===== src/hdl/qoi_pkg.sv =====
// Shared types and constants for the QOI RGB pixel encoder.
package qoi_pkg;

  localparam int unsigned IdxDepth = 64;
  localparam int unsigned SlotW    = $clog2(IdxDepth);
  localparam int unsigned RgbW     = 24;
  localparam int unsigned RunW     = 6;
  localparam int unsigned MaxBytes = 5;
  localparam int unsigned CntW     = $clog2(MaxBytes + 1);

  // Alpha is fixed at 255, so its hash term is a constant bias.
  localparam logic [SlotW-1:0] IdxBias  = SlotW'((11 * 255) % IdxDepth);
  localparam logic [RunW-1:0]  RunLimit = RunW'(62);

  localparam logic [1:0] TagIndex = 2'b00;
  localparam logic [1:0] TagDiff  = 2'b01;
  localparam logic [1:0] TagRun   = 2'b11;
  localparam logic [7:0] TagRgb   = 8'hFE;

  typedef struct packed {
    logic [7:0] red;
    logic [7:0] green;
    logic [7:0] blue;
    logic       final_pixel;
  } pix_t;

  typedef struct packed {
    logic [7:0] out_byte;
    logic       last_byte;
  } chunk_t;

  // Chunk bytes of one pixel, byte 0 goes out first.
  typedef struct packed {
    logic [MaxBytes-1:0][7:0] bytes;
    logic [CntW-1:0]          cnt;
  } burst_t;

endpackage


===== src/hdl/qoi_ram.sv =====
// Generic single-write, single-read RAM with a registered read port.
module qoi_ram #(
  parameter int unsigned Width = 8,
  parameter int unsigned Depth = 64
) (
  input  logic                     clk_i,
  input  logic                     we_i,
  input  logic [$clog2(Depth)-1:0] waddr_i,
  input  logic [Width-1:0]         wdata_i,
  input  logic                     re_i,
  input  logic [$clog2(Depth)-1:0] raddr_i,
  output logic [Width-1:0]         rdata_o
);

  logic [Width-1:0] mem_q [Depth];
  logic [Width-1:0] rdata_q;

  always_ff @(posedge clk_i) begin
    if (we_i) begin
      mem_q[waddr_i] <= wdata_i;
    end
    if (re_i) begin
      rdata_q <= mem_q[raddr_i];
    end
  end

  assign rdata_o = rdata_q;

endmodule


===== src/hdl/qoi_chunk.sv =====
// Chunk selection for one pixel: run, index, diff or full RGB.
module qoi_chunk
  import qoi_pkg::*;
(
  input  pix_t             pix_i,
  input  logic [RgbW-1:0]  prev_i,
  input  logic [RunW-1:0]  run_i,
  input  logic [SlotW-1:0] slot_i,
  input  logic             idx_hit_i,
  output burst_t           burst_o,
  output logic [RunW-1:0]  run_o,
  output logic             idx_we_o
);

  logic [RgbW-1:0]  px;
  logic             same;
  logic [RunW-1:0]  run_inc;
  logic [7:0]       dr, dg, db;
  logic             diff_ok;
  logic [3:0][7:0]  body;
  logic [2:0]       body_cnt;
  logic             pend;

  assign px      = {pix_i.red, pix_i.green, pix_i.blue};
  assign same    = (px == prev_i);
  assign run_inc = run_i + RunW'(1);

  // Deltas biased by two; in range when the biased value is below four.
  assign dr = pix_i.red   - prev_i[23:16] + 8'd2;
  assign dg = pix_i.green - prev_i[15:8]  + 8'd2;
  assign db = pix_i.blue  - prev_i[7:0]   + 8'd2;
  assign diff_ok = (dr[7:2] == '0) && (dg[7:2] == '0) && (db[7:2] == '0);

  always_comb begin
    body     = '0;
    body_cnt = '0;
    if (idx_hit_i) begin
      body[0]  = {TagIndex, slot_i};
      body_cnt = 3'd1;
    end else if (diff_ok) begin
      body[0]  = {TagDiff, dr[1:0], dg[1:0], db[1:0]};
      body_cnt = 3'd1;
    end else begin
      body[0]  = TagRgb;
      body[1]  = pix_i.red;
      body[2]  = pix_i.green;
      body[3]  = pix_i.blue;
      body_cnt = 3'd4;
    end
  end

  assign pend = (run_i != '0);

  always_comb begin
    burst_o  = '0;
    run_o    = '0;
    idx_we_o = 1'b0;
    if (same) begin
      if ((run_inc == RunLimit) || pix_i.final_pixel) begin
        burst_o.bytes[0] = {TagRun, run_i};
        burst_o.cnt      = CntW'(1);
      end else begin
        run_o = run_inc;
      end
    end else begin
      idx_we_o = !idx_hit_i;
      if (pend) begin
        burst_o.bytes[0]   = {TagRun, run_i - RunW'(1)};
        burst_o.bytes[4:1] = body;
        burst_o.cnt        = CntW'(body_cnt) + CntW'(1);
      end else begin
        burst_o.bytes[3:0] = body;
        burst_o.cnt        = CntW'(body_cnt);
      end
    end
  end

endmodule


===== src/hdl/qoi_obuf.sv =====
// Output register that sends the chunk bytes of one pixel, one per cycle while chunk_ready_i is high.
module qoi_obuf
  import qoi_pkg::*;
(
  input  logic   clk_i,
  input  logic   rst_ni,
  input  logic   load_i,
  input  burst_t burst_i,
  output logic   free_o,
  output chunk_t chunk_o,
  output logic   chunk_valid_o,
  input  logic   chunk_ready_i
);

  logic [MaxBytes-1:0][7:0] bytes_q, bytes_d;
  logic [CntW-1:0]          cnt_q, cnt_d;
  logic                     pop;

  assign pop    = (cnt_q != '0) && chunk_ready_i;
  assign free_o = (cnt_q == '0) || ((cnt_q == CntW'(1)) && chunk_ready_i);

  always_comb begin
    bytes_d = bytes_q;
    cnt_d   = cnt_q;
    if (load_i) begin
      bytes_d = burst_i.bytes;
      cnt_d   = burst_i.cnt;
    end else if (pop) begin
      bytes_d = {8'h00, bytes_q[MaxBytes-1:1]};
      cnt_d   = cnt_q - CntW'(1);
    end
  end

  always_ff @(posedge clk_i or negedge rst_ni) begin
    if (!rst_ni) begin
      cnt_q <= '0;
    end else begin
      cnt_q <= cnt_d;
    end
  end

  always_ff @(posedge clk_i) begin
    bytes_q <= bytes_d;
  end

  assign chunk_valid_o     = (cnt_q != '0);
  assign chunk_o.out_byte  = bytes_q[0];
  assign chunk_o.last_byte = (cnt_q == CntW'(1));

endmodule


===== src/hdl/qoi_rgb_pixel_encoder_unit.sv =====
// Flow: an accepted pixel request enters the evaluation stage; when it commits, its chunk
//   bytes are loaded into the output register, which drives chunk_o. A pixel waits in the
//   evaluation stage while the output register has no room for its bytes.
// Throughput: one pixel per cycle while each pixel gives at most one byte and chunk_ready_i
//   is high; a pixel that gives n bytes holds the output register until all n are sent.
// Reset: rst_ni is asynchronous and active low; it clears the previous pixel, the run count
//   and all 64 index valid bits at once, so no clearing pass follows reset.
module qoi_rgb_pixel_encoder_unit
  import qoi_pkg::*;
(
  input  logic   clk_i,
  input  logic   rst_ni,
  input  pix_t   pix_i,
  input  logic   pix_valid_i,
  output logic   pix_ready_o,
  output chunk_t chunk_o,
  output logic   chunk_valid_o,
  input  logic   chunk_ready_i
);

  // The colour index keeps its RGB values in a RAM and its valid bits in flip-flops.
  // A pixel reads its slot when its request is accepted. The evaluation stage writes
  // the slot of a missed pixel in the same cycle, so a read issued at that edge would
  // return the old entry; such a collision is caught at accept time and the written
  // colour is forwarded into the evaluation stage instead.

  logic                 accept;
  logic                 commit;
  logic [9:0]           hash_sum;
  logic [SlotW-1:0]     slot_in;

  logic                 s1_valid_q, s1_valid_d;
  pix_t                 s1_pix_q;
  logic [SlotW-1:0]     s1_slot_q;
  logic                 fwd_hit_q;
  logic [RgbW-1:0]      fwd_rgb_q;

  logic [RgbW-1:0]      prev_q;
  logic [RunW-1:0]      run_q;
  logic [IdxDepth-1:0]  idx_valid_q;

  logic [RgbW-1:0]      ram_rdata;
  logic [RgbW-1:0]      idx_rgb;
  logic                 idx_hit;
  logic [RgbW-1:0]      s1_rgb;

  burst_t               burst;
  logic [RunW-1:0]      run_next;
  logic                 idx_we;
  logic                 wr_en;
  logic                 obuf_free;

  // Slot hash (3r + 5g + 7b + 11a) mod 64 with alpha fixed at 255.
  assign hash_sum = (10'(pix_i.red) * 10'd3) + (10'(pix_i.green) * 10'd5)
                  + (10'(pix_i.blue) * 10'd7);
  assign slot_in  = hash_sum[SlotW-1:0] + IdxBias;

  // A pixel leaves the evaluation stage once its bytes fit into the output register;
  // a pixel that only extends a run leaves at once.
  assign commit      = s1_valid_q && ((burst.cnt == '0) || obuf_free);
  assign pix_ready_o = !s1_valid_q || commit;
  assign accept      = pix_valid_i && pix_ready_o;
  assign wr_en       = commit && idx_we;

  assign s1_rgb  = {s1_pix_q.red, s1_pix_q.green, s1_pix_q.blue};
  assign idx_rgb = fwd_hit_q ? fwd_rgb_q : ram_rdata;
  assign idx_hit = idx_valid_q[s1_slot_q] && (idx_rgb == s1_rgb);

  always_comb begin
    s1_valid_d = s1_valid_q;
    if (accept) begin
      s1_valid_d = 1'b1;
    end else if (commit) begin
      s1_valid_d = 1'b0;
    end
  end

  qoi_ram #(
    .Width (RgbW),
    .Depth (IdxDepth)
  ) u_idx_ram (
    .clk_i   (clk_i),
    .we_i    (wr_en),
    .waddr_i (s1_slot_q),
    .wdata_i (s1_rgb),
    .re_i    (accept),
    .raddr_i (slot_in),
    .rdata_o (ram_rdata)
  );

  qoi_chunk u_chunk (
    .pix_i     (s1_pix_q),
    .prev_i    (prev_q),
    .run_i     (run_q),
    .slot_i    (s1_slot_q),
    .idx_hit_i (idx_hit),
    .burst_o   (burst),
    .run_o     (run_next),
    .idx_we_o  (idx_we)
  );

  qoi_obuf u_obuf (
    .clk_i         (clk_i),
    .rst_ni        (rst_ni),
    .load_i        (commit && (burst.cnt != '0)),
    .burst_i       (burst),
    .free_o        (obuf_free),
    .chunk_o       (chunk_o),
    .chunk_valid_o (chunk_valid_o),
    .chunk_ready_i (chunk_ready_i)
  );

  // Control and encoder state.
  always_ff @(posedge clk_i or negedge rst_ni) begin
    if (!rst_ni) begin
      s1_valid_q  <= 1'b0;
      prev_q      <= '0;
      run_q       <= '0;
      idx_valid_q <= '0;
    end else begin
      s1_valid_q <= s1_valid_d;
      if (commit) begin
        prev_q <= s1_rgb;
        run_q  <= run_next;
      end
      if (wr_en) begin
        idx_valid_q[s1_slot_q] <= 1'b1;
      end
    end
  end

  // Evaluation stage payload and the forwarding path for a same-edge write.
  always_ff @(posedge clk_i) begin
    if (accept) begin
      s1_pix_q  <= pix_i;
      s1_slot_q <= slot_in;
      fwd_hit_q <= wr_en && (s1_slot_q == slot_in);
      fwd_rgb_q <= s1_rgb;
    end
  end

endmodule


===== config.mk =====
export PLATFORM = sky130hd
export DESIGN_NAME = qoi_rgb_pixel_encoder_unit
export DESIGN_NICKNAME = d
export VERILOG_FILES = /design/src/hdl/qoi_pkg.sv /design/src/hdl/qoi_ram.sv /design/src/hdl/qoi_chunk.sv /design/src/hdl/qoi_obuf.sv /design/src/hdl/qoi_rgb_pixel_encoder_unit.sv
export SDC_FILE = /design/constraint.sdc
export NUM_CORES = 2
export LEC_CHECK = 0
export BUFFER_PORTS_ARGS = -buffer_cell sky130_fd_sc_hd__buf_4
export CAP_MARGIN = 20
export CORE_AREA = 5 5 454 456
export DETAILED_ROUTE_END_ITERATION = 10
export DIE_AREA = 0 0 459 461
export PLACE_DENSITY = 0.45
export SYNTH_ARGS = -nofsm -noshare
export SYNTH_HDL_FRONTEND = slang
export SYNTH_SLANG_ARGS = --single-unit

===== constraint.sdc =====
create_clock -name clk_i -period 27.7 [get_ports clk_i]
set_input_delay 5.54 -clock clk_i [delete_from_list [all_inputs] [get_ports clk_i]]
set_output_delay 5.54 -clock clk_i [all_outputs]
set_load 0.005 [all_outputs]

==> impl_summary.md <==
Outcome
The flow ran to the end, and the final reports show no timing, DRC or antenna violations.

Floorplan
The floorplan has 165 rows. The effective utilization at floorplan is 34.8%. The number of I/O pins is 40. The vertical extent of the die is 461 microns. The die is 459 microns wide. The floorplan step defined a die boundary enclosing 212,000 sq um. In this run the standard cell core region covers 201,000 sq um.

Critical path
STA puts the critical path data arrival time at 6330 ps. The worst setup path is captured at an output port. The minimum setup slack among reg-to-reg paths is 19,980 ps.

The type of the worst setup path is register to output port. The critical path required time is 22,160 ps. The type of element launching the critical path is a register. Along the worst path, the maximum fanout reaches 69. The worst register-to-register path ends at u_idx_ram.mem_q[63][8]. The origin of the worst setup path is s1_pix_q[17]. The worst register-to-register path begins at s1_pix_q[17].

The worst reg-to-reg path cell count is 23.

GRT
The overall fraction of global-route tracks in use is 20.5%. The first-pass GRT wire length is 299 mm. After global routing the overflow that remains totals 0. The number of global-route vias before repair is 36,375. Entering global routing, the biggest net connects 118 pins. The initial antenna violation count is 21.

Layout
The post-route standard cell area excluding fillers is 80,800 sq um. The ratio of cells with drive above 1 in the final layout is 30.5%. The area growth from synthesis to layout is 15.3%.

After the flow finishes, the layout carries non-filler instances totaling 6,272. For this run, the post-layout net count is 3,547.

Min path
The number of cells on the worst hold path is 1. The worst hold path begins at idx_valid_q[51]. The worst hold path belongs to the class register to register. The path with the worst hold slack has its endpoint at idx_valid_q[51].

Logic synthesis
In the post-synthesis netlist, the biggest area contributors are sky130_fd_sc_hd__edfxtp_1 (71%), sky130_fd_sc_hd__mux4_2 (16%), sky130_fd_sc_hd__dfrtp_1 (3.5%). The netlist area before placement is 70,000 sq um. The number of cells produced by synthesis is 3,231.

The number of synthesized flops with an enable pin is 1,656. After synthesis, the share of flip-flops with an asynchronous set or reset is 5.59%. The fraction of post-synthesis cell area in the top cell type by area is 71.0%. The number of unique standard cell types used by synthesis is 70. The commonest register cell after synthesis is sky130_fd_sc_hd__edfxtp_1. The most frequent cell after synthesis is sky130_fd_sc_hd__edfxtp_1. The cell type with the largest total area after synthesis is sky130_fd_sc_hd__edfxtp_1. When the netlist entered floorplanning its net count stood at 3,340. The number of flip-flops and latches in the synthesized netlist is 1,754.

The sequential element share of the synthesized area is 74.5%. Yosys printed 0 warnings. The commonest cells after synthesis are sky130_fd_sc_hd__edfxtp_1 (1,656), sky130_fd_sc_hd__mux4_2 (513), sky130_fd_sc_hd__dfrtp_1 (98). The average instance area after synthesis is 21.7 sq um.

Clocking
The total setup buffers inserted after CTS is 0. Buffers inserted during clock tree synthesis total 189. The hold-fix buffer count after cts is 0.

In this run the deepest clock path goes through 3 buffers. The later pin in the worst-skew pair is clocked with a latency of 840 ps. The post-cts resize count is 0. The H-tree depth reported by CTS is 4. The clock net in this run drives a total of 1,754 sinks. After clock tree synthesis, the clock-pin slew on the worst setup and hold paths is 70 ps. In this run the clock root is driven by a sky130_fd_sc_hd__clkbuf_16. TritonCTS built the clock tree.

Timing
The post-route clock skew is 33.2 ps. Measured against its own limit, the worst slew margin works out to 23.2%. After routing, the total negative slack on setup checks comes to 0 ps. For the pin with the worst max-slew slack, the measured transition is 1150 ps. Setup repair after global routing left no endpoint under its margin. The minimum period implied by the final worst setup slack is 11,870 ps. Setup violations remaining at the end of the flow were counted as 0. The post-route clock period utilization is 42.9%.

Based on the critical path, the design can be clocked at up to 84.2 MHz. The count of endpoints failing hold in the final timing report is 0. The final-report max-slew violation count is 0.

Pwr
The analysis attributes to cell leakage a power of 26.1 nW. Dividing total power by cell area gives a power density of 110 nW/um^2. Across the VDD grid, the largest voltage drop is 0.000141 V. Summing internal, switching and leakage power gives 0.00884 W.

Drt
The routed layout has 34,629 vias. In the final routed layout, each cell accounts on average for 34.6 microns. Before antenna repair, the detailed router went through 5 iterations. Summed over all layers, the routed wires come to 217 mm.

The number of remaining DRC errors is 0. After detailed routing, the number of vias per cell comes to 5.52. The post-detailed-route count of antenna-violating nets is 0. The first-iteration detailed-routing DRC count is 3,665.

Flow run
The total of max-cap violations is 0.

Placed design
The placed standard-cell area is 74,500 sq um. The post-placement cell count is 5,917. The count of buffers inserted at the top-level ports is 39. The congestion estimate from routability-driven global placement came to 0.803. The total half-perimeter wirelength after legalization and detailed placement is 124 mm.
flip-flops by register name (all words and copies together), names as in the netlist, 3 cells and up:
name / flops
u_idx_ram.mem_q: 1536
s1_pix_q: 25
run_q: 6
fwd_rgb_q: 24
s1_slot_q: 6
prev_q: 24
u_obuf.cnt_q: 3
u_obuf.bytes_q: 32
u_idx_ram.rdata_o: 24
u_obuf.chunk_o: 8
idx_valid_q: 64
per-layer routing:
layer  track usage [%]  up-vias  part of all wire, %
met3              4.00      254                  6.6
met4              5.28        2                  2.6
met1              27.3    19180                   41
met2              34.7     1287                   50
li1                  -    13906                    -
met5                 0        -               0.0060
worst max-delay path: stages (launching register included):
cell and delay, ps:
sky130_fd_sc_hd__edfxtp_1 330, sky130_fd_sc_hd__buf_4 580, sky130_fd_sc_hd__inv_1 130, sky130_fd_sc_hd__ha_1 240, sky130_fd_sc_hd__inv_1 70, sky130_fd_sc_hd__ha_1 180
sky130_fd_sc_hd__inv_1 70, sky130_fd_sc_hd__fa_1 470, sky130_fd_sc_hd__xnor2_1 140, sky130_fd_sc_hd__or4_1 390, sky130_fd_sc_hd__nor3_1 220, sky130_fd_sc_hd__nand4_1 110
sky130_fd_sc_hd__or4_1 550, sky130_fd_sc_hd__nor2b_1 360, sky130_fd_sc_hd__or2_2 230, sky130_fd_sc_hd__ha_1 220, sky130_fd_sc_hd__nand2b_1 150, sky130_fd_sc_hd__a21boi_0 390
sky130_fd_sc_hd__o21ai_0 160, sky130_fd_sc_hd__and4_1 290, sky130_fd_sc_hd__inv_1 70, sky130_fd_sc_hd__buf_4 100
how the worst max path moves through the flow:
stage | slack, ps | depth (start not counted) | endpoint
after floorplan | 16310 | 3 | pix_ready_o
after global placement | 15500 | 11 | u_idx_ram.rdata_o[9]
after detailed placement | 15480 | 11 | u_idx_ram.rdata_o[9]
after CTS | 15720 | 21 | pix_ready_o
after global routing | 15420 | 21 | pix_ready_o
final | 15830 | 21 | pix_ready_o
stage by stage:
step	worst slack [ps]	hold slack, ps	utilization (%)
finish	15830	460	40.1
global route	15420	474	40.1
CTS	15720	460	40.1
detailed placement	15480	445	37.0
global placement	15500	442	37.0
floorplan	16310	424	-
layout by cell type (no fill, tap or decap), types with 18 or more instances in the layout:
cell type,instances
sky130_fd_sc_hd__buf_4,182
sky130_fd_sc_hd__clkinv_2,30
sky130_fd_sc_hd__mux2i_1,29
sky130_fd_sc_hd__bufinv_16,18
sky130_fd_sc_hd__nand2_1,89
sky130_fd_sc_hd__dfrtp_1,98
sky130_fd_sc_hd__clkbuf_16,190
sky130_fd_sc_hd__o21ai_0,52
sky130_fd_sc_hd__edfxtp_1,1656
sky130_fd_sc_hd__clkinv_1,46
sky130_fd_sc_hd__or2_2,18
sky130_fd_sc_hd__xnor2_1,50
sky130_fd_sc_hd__mux2_2,22
sky130_fd_sc_hd__a21oi_1,24
sky130_fd_sc_hd__clkbuf_1,32
sky130_fd_sc_hd__mux4_2,513
sky130_fd_sc_hd__nor2_1,35
sky130_fd_sc_hd__a22oi_1,20
sky130_fd_sc_hd__nor3_2,31
sky130_fd_sc_hd__ha_1,56
sky130_fd_sc_hd__inv_1,71
sky130_fd_sc_hd__or2_1,34
sky130_fd_sc_hd__fa_1,20
cell families (layout without fill, tap and decap cells):
kind of cell / after synthesis / after routing / synth area share [%]
XOR/XNOR: 63 / 63 / 0.808
AND/OR/NAND/NOR: 357 / 357 / 2.66
AO/OA/AOI/OAI: 172 / 172 / 1.67
flip-flops: 1754 / 1754 / 74.5
other: 0 / 7 / 0
buffers and inverters: 241 / 603 / 1.42
multiplexers: 564 / 564 / 17.3
adder cells (fa/ha/maj): 80 / 80 / 1.65
cell type report:
cell class	instances	area (sq um)
Fill cell	17665	121000
Multi-Input combinational cell	1236	17300
Timing Repair Buffer	186	1460
Tap cell	2672	3340
Clock inverter	119	1230
Antenna cell	7	17.5
Sequential cell	1754	52200
Inverter	71	267
Clock buffer	227	4940
power breakdown:
group | leakage [nW] | total [W] | switching, W | internal, W
logic | 6.85 | 0.00297 | 0.00178 | 0.00119
clock network | 3.01 | 0.00252 | 0.00107 | 0.00145
registers | 16.2 | 0.00336 | 0.0000845 | 0.00327
total | 26.1 | 0.00884 | 0.00293 | 0.00591
Power figures use the tool's default switching activity.
